--- config.mk ---
export PLATFORM = sky130hd
export DESIGN_NAME = mts_ctrl
export DESIGN_NICKNAME = d
export VERILOG_FILES = /design/src/hw/rtl/mts_pkg.sv /design/src/hw/rtl/mts_ctrl.sv
export SDC_FILE = /design/constraint.sdc
export NUM_CORES = 1
export LEC_CHECK = 0
export ABC_AREA = 1
export BUFFER_PORTS_ARGS = -buffer_cell sky130_fd_sc_hd__buf_2
export CAP_MARGIN = 0
export CELL_PAD_IN_SITES_DETAIL_PLACEMENT = 1
export CELL_PAD_IN_SITES_GLOBAL_PLACEMENT = 1
export CORE_AREA = 2 2 39 41
export DETAILED_ROUTE_END_ITERATION = 8
export DIE_AREA = 0 0 41 43
export GPL_ROUTABILITY_DRIVEN = 0
export PLACE_DENSITY = 0.61
export SLEW_MARGIN = 5
export SYNTH_ARGS = -nofsm -noshare
export SYNTH_HDL_FRONTEND = slang
export SYNTH_SLANG_ARGS = --single-unit
--- constraint.sdc ---
create_clock -name clk -period 1.3 [get_ports clk]
set_input_delay 0.195 -clock clk [delete_from_list [all_inputs] [get_ports clk]]
set_output_delay 0.195 -clock clk [all_outputs]
set_load 0.01 [all_outputs]
--- src/hw/rtl/mts_pkg.sv ---
// Shared constants, codes and control types for the min tracking stack.
package mts_pkg;

	// Fixed field widths.
	localparam int DATA_W = 32;
	localparam int FILL_W = 11;
	localparam int STAT_W = 2;

	// Default number of stack entries.
	localparam int STACK_DEPTH_DEF = 1024;

	// Values reported for an empty stack.
	localparam logic signed [DATA_W-1:0] EMPTY_TOP = -32'sd1;
	localparam logic signed [DATA_W-1:0] EMPTY_MIN = 32'sh7FFF_FFFF;

	// Action codes of an input item.
	localparam logic ACT_PUSH = 1'b0;
	localparam logic ACT_POP  = 1'b1;

	// Status codes of a result item.
	localparam logic [STAT_W-1:0] STAT_OK        = 2'd0;
	localparam logic [STAT_W-1:0] STAT_UNDERFLOW = 2'd1;
	localparam logic [STAT_W-1:0] STAT_OVERFLOW  = 2'd2;

	// Commands from the controller to the datapath.
	typedef struct packed {
		logic push;       // push the item's value
		logic pop_empty;  // pop the last entry, stack becomes empty
		logic pop_read;   // pop and fetch the new top from the stores
		logic load;       // take the fetched entry as the new top
	} cmd_t;

	// Fill level flags from the datapath to the controller.
	typedef struct packed {
		logic empty;
		logic one;
		logic full;
	} flags_t;

endpackage

--- src/hw/rtl/mts_ctrl.sv ---
// Controller state machine: accepts items, sequences pops and strobes results.
module mts_ctrl (
	input  logic                          clk,
	input  logic                          arst_n,
	input  logic                          start,
	input  logic                          action,
	input  mts_pkg::flags_t               flags,
	output mts_pkg::cmd_t                 cmd,
	output logic                          busy,
	output logic                          done,
	output logic [mts_pkg::STAT_W-1:0]    status
);

	typedef enum logic {
		ST_IDLE,
		ST_LOAD
	} state_t;

	state_t                       state_q;
	logic                         done_q;
	logic [mts_pkg::STAT_W-1:0]   status_q;
	logic                         accept;

	// An item is taken only while no fetch is in flight.
	assign accept = start && (state_q == ST_IDLE);
	assign busy   = (state_q != ST_IDLE);

	// Decode the accepted item into datapath commands.
	always_comb begin
		cmd.push      = accept && (action == mts_pkg::ACT_PUSH) && !flags.full;
		cmd.pop_empty = accept && (action == mts_pkg::ACT_POP) && flags.one;
		cmd.pop_read  = accept && (action == mts_pkg::ACT_POP) && !flags.empty && !flags.one;
		cmd.load      = (state_q == ST_LOAD);
	end

	// State and registered result strobe and status.
	always_ff @(posedge clk or negedge arst_n) begin
		if (!arst_n) begin
			state_q  <= ST_IDLE;
			done_q   <= 1'b0;
			status_q <= mts_pkg::STAT_OK;
		end else begin
			done_q <= 1'b0;
			unique case (state_q)
				ST_IDLE: begin
					if (accept) begin
						if (action == mts_pkg::ACT_PUSH) begin
							status_q <= flags.full ? mts_pkg::STAT_OVERFLOW : mts_pkg::STAT_OK;
						end else begin
							status_q <= flags.empty ? mts_pkg::STAT_UNDERFLOW : mts_pkg::STAT_OK;
						end
						if (cmd.pop_read) begin
							state_q <= ST_LOAD;
						end else begin
							done_q <= 1'b1;
						end
					end
				end
				ST_LOAD: begin
					state_q <= ST_IDLE;
					done_q  <= 1'b1;
				end
				default: begin
					state_q <= ST_IDLE;
				end
			endcase
		end
	end

	assign done   = done_q;
	assign status = status_q;

endmodule

==> metrics.yaml <==
status: "finished, final reports clean"
timing.slew.headroom: 0.904
muxShareOfSynthArea: 0
cts_tree: "done"
place_area_sq_um: 270
start_kind: "flip-flop"
layout_commonest_cell: "buf_2"
swShare: 0.243
fmax_mhz: 796
drt_iter0_markers: 0
p_int_uw: 264
post_drt_via_cell_ratio: 3.64
end_kind: "output pin"
synthAdderAreaFrac: 0
wl_met2_um: 236
vias: 204
drt.antenna.violating_nets: 0
die_h_um: 43
gr-usage-all-layers: 0.0646
final.min_clock_period_ns: 1.26
seq_area_frac_synth: 0.533
antenna_found_initial: 0
drc: 0
grt_setup_unrepaired: "true"
pwr_density_cell_nw_per_um2: 1050
drv_slew: 0
cp.arrival_ns: 1.06
worstReg2RegStart: "busy$_DFF_PN0_"
antenna_cells: 0
grt_first_pass_wirelength_um: 710
period_share: 0.966
cts_buffers: 3
root_buffer: "clkbuf_4"
wirelength_um: 503
syn_area_sq_um: 188
synth-compound-area-share: 0.0533
yosys.area_share.simple: 0.293
wl_met3_um: 77
ctsLongestPathBuffers: 2
power_frac_comb: 0.178
io_buffers: 14
met1Wirelength_um: 189
rows: 14
clock-sinks: 4
post-place-cells: 52
stdcell_count: 56
place_hpwl_um: 417
tightest_slew_ns: 0.143
hp-class: "in -> reg"
p_sw_uw: 84.5
start_util: 0.136
fin_util: 0.240
min_to: "status[0]$_DFFE_PN0P_"
grt.overflow.total: 0
fin_skew_ns: 0.00183
worstPathCellList: "inv_2 -> nand3_4 -> nor2_4 -> buf_6"
critPathKind: "reg -> out"
fin_worst_hold_slack_ns: 0.232
final_cell_area_sq_um: 332
area_growth_pct: 76.7
grt_max_degree: 5
wire_per_inst_um: 8.98
core_area_sq_um: 1380
clk_pin_slew_ns: 0.04
drive_gt1_frac: 0.575
ir_worst_vdd_v: 0.000337
yosysWarnings: 0
top_layer: "met3"
syn_avg_cell_area_sq_um: 8.16
ios: 15
hp-start: "flags[2]"
timing.final.hold_violations: 0
final_nets: 49
finalSetupViolations: 0
cpPeakStageDelay_ns: 0.39
dieArea_sq_um: 1760
whs_path_depth: 3
drt-pass1-iter-count: 1
required_ns: 1.11
p_leak_uw: 0.000179
p_seq_frac: 0.394
synth_top_family_by_area: "simple AND/OR/NAND/NOR gates"
synth_fp_nets: 30
die_x_um: 41
ys_ff_latch: 4
reg2reg_slack_ns: 0.41
final_cell_mix: "13 x buf_2, 4 x nand2_1, 4 x dfrtp_1"
cpMaxStageDelayCell: "dfrtp_1"
clkLatencyLatePin_ns: 0.23
power.total_uw: 348
crit_fanout: 4
synth_cell_type_count: 9
fillers: 170
clockPowerShare: 0.428
syn_inst: 23
grt_pass1_vias: 206
h-tree-depth: 1
synthXorXnorAreaFrac: 0
rr_worst_depth: 4
timing.rr.end: "done$_DFF_PN0_"
drv_cap: 0
[worst max-delay path, delay by kind of cell (launching register included)]
family                 cells  cell delay (ns)
DFF                        1             0.39
and+or+nand+nor            2             0.24
buffers and inverters      2             0.20
[worst max-delay path by stage]
| stage | slack [ns] | cells past startpoint | startpoint | to |
|---|---|---|---|---|
| 3_3_place_gp | 0.24 | 4 | busy$_DFF_PN0_ | cmd[3] |
| 6_report | 0.04 | 4 | busy$_DFF_PN0_ | cmd[1] |
| 2_1_floorplan | 0.24 | 3 | busy$_DFF_PN0_ | cmd[3] |
| 5_1_grt | -0.01 | 4 | busy$_DFF_PN0_ | cmd[1] |
| 4_1_cts | 0.009 | 4 | busy$_DFF_PN0_ | cmd[3] |
| 3_5_place_dp | 0.26 | 4 | busy$_DFF_PN0_ | cmd[3] |
[state kept, by name, indices dropped and copies added (netlist names)]
register / cells
status: 2
busy: 1
done: 1
[final cells by class]
class / count / area (sq um) / area share
Tap cell: 16 / 20.0 / 0.0604
Multi-Input combinational cell: 14 / 87.6 / 0.264
Inverter: 4 / 15.0 / 0.0453
Timing Repair Buffer: 15 / 86.3 / 0.260
Clock buffer: 3 / 22.5 / 0.0679
Sequential cell: 4 / 100 / 0.302
[logic make-up after synthesis]
group / after synthesis
compound gates: 2
buf+inv: 5
flops: 4
simple gates: 12
[routing by layer]
metal | GRT usage | vias to the layer above
met3 | 0.0314 | 0
li1 | - | 105
met4 | 0.0800 | 0
met1 | 0.0621 | 89
met2 | 0.0844 | 10
met5 | 0 | -
[synthesized netlist by cell type]
cell | count | area share
nand3_2 | 1 | 0.053
buf_4 | 1 | 0.040
o21ai_1 | 2 | 0.053
dfrtp_1 | 4 | 0.53
nand2_1 | 5 | 0.10
nor3_1 | 1 | 0.027
nor2_2 | 1 | 0.033
inv_1 | 4 | 0.080
nor2_1 | 4 | 0.080
[power by group through the flow]
stage	Sequential, uW	Clock [uW]	Combinational (uW)
after floorplan	143	0	20.2
after global placement	139	0	53.0
after detailed placement	139	0	52.8
after CTS	137	157	55.3
after global routing	138	165	68.6
final	137	149	62.0
[metrics by stage]
stage                     TNS [ns]  setup WS, ns
after floorplan                  0         0.243
after global placement           0         0.241
after detailed placement         0         0.259
after CTS                        0       0.00910
after global routing       -0.0110      -0.00973
final                            0        0.0436
[timing repair]
action,in CTS,in global routing
setup endpoints to repair,0,3
buffers inserted,0,0
hold buffers,1,0
gates resized for setup,0,7
hold endpoints to repair,4,0
(Power assumes the default switching activity.)
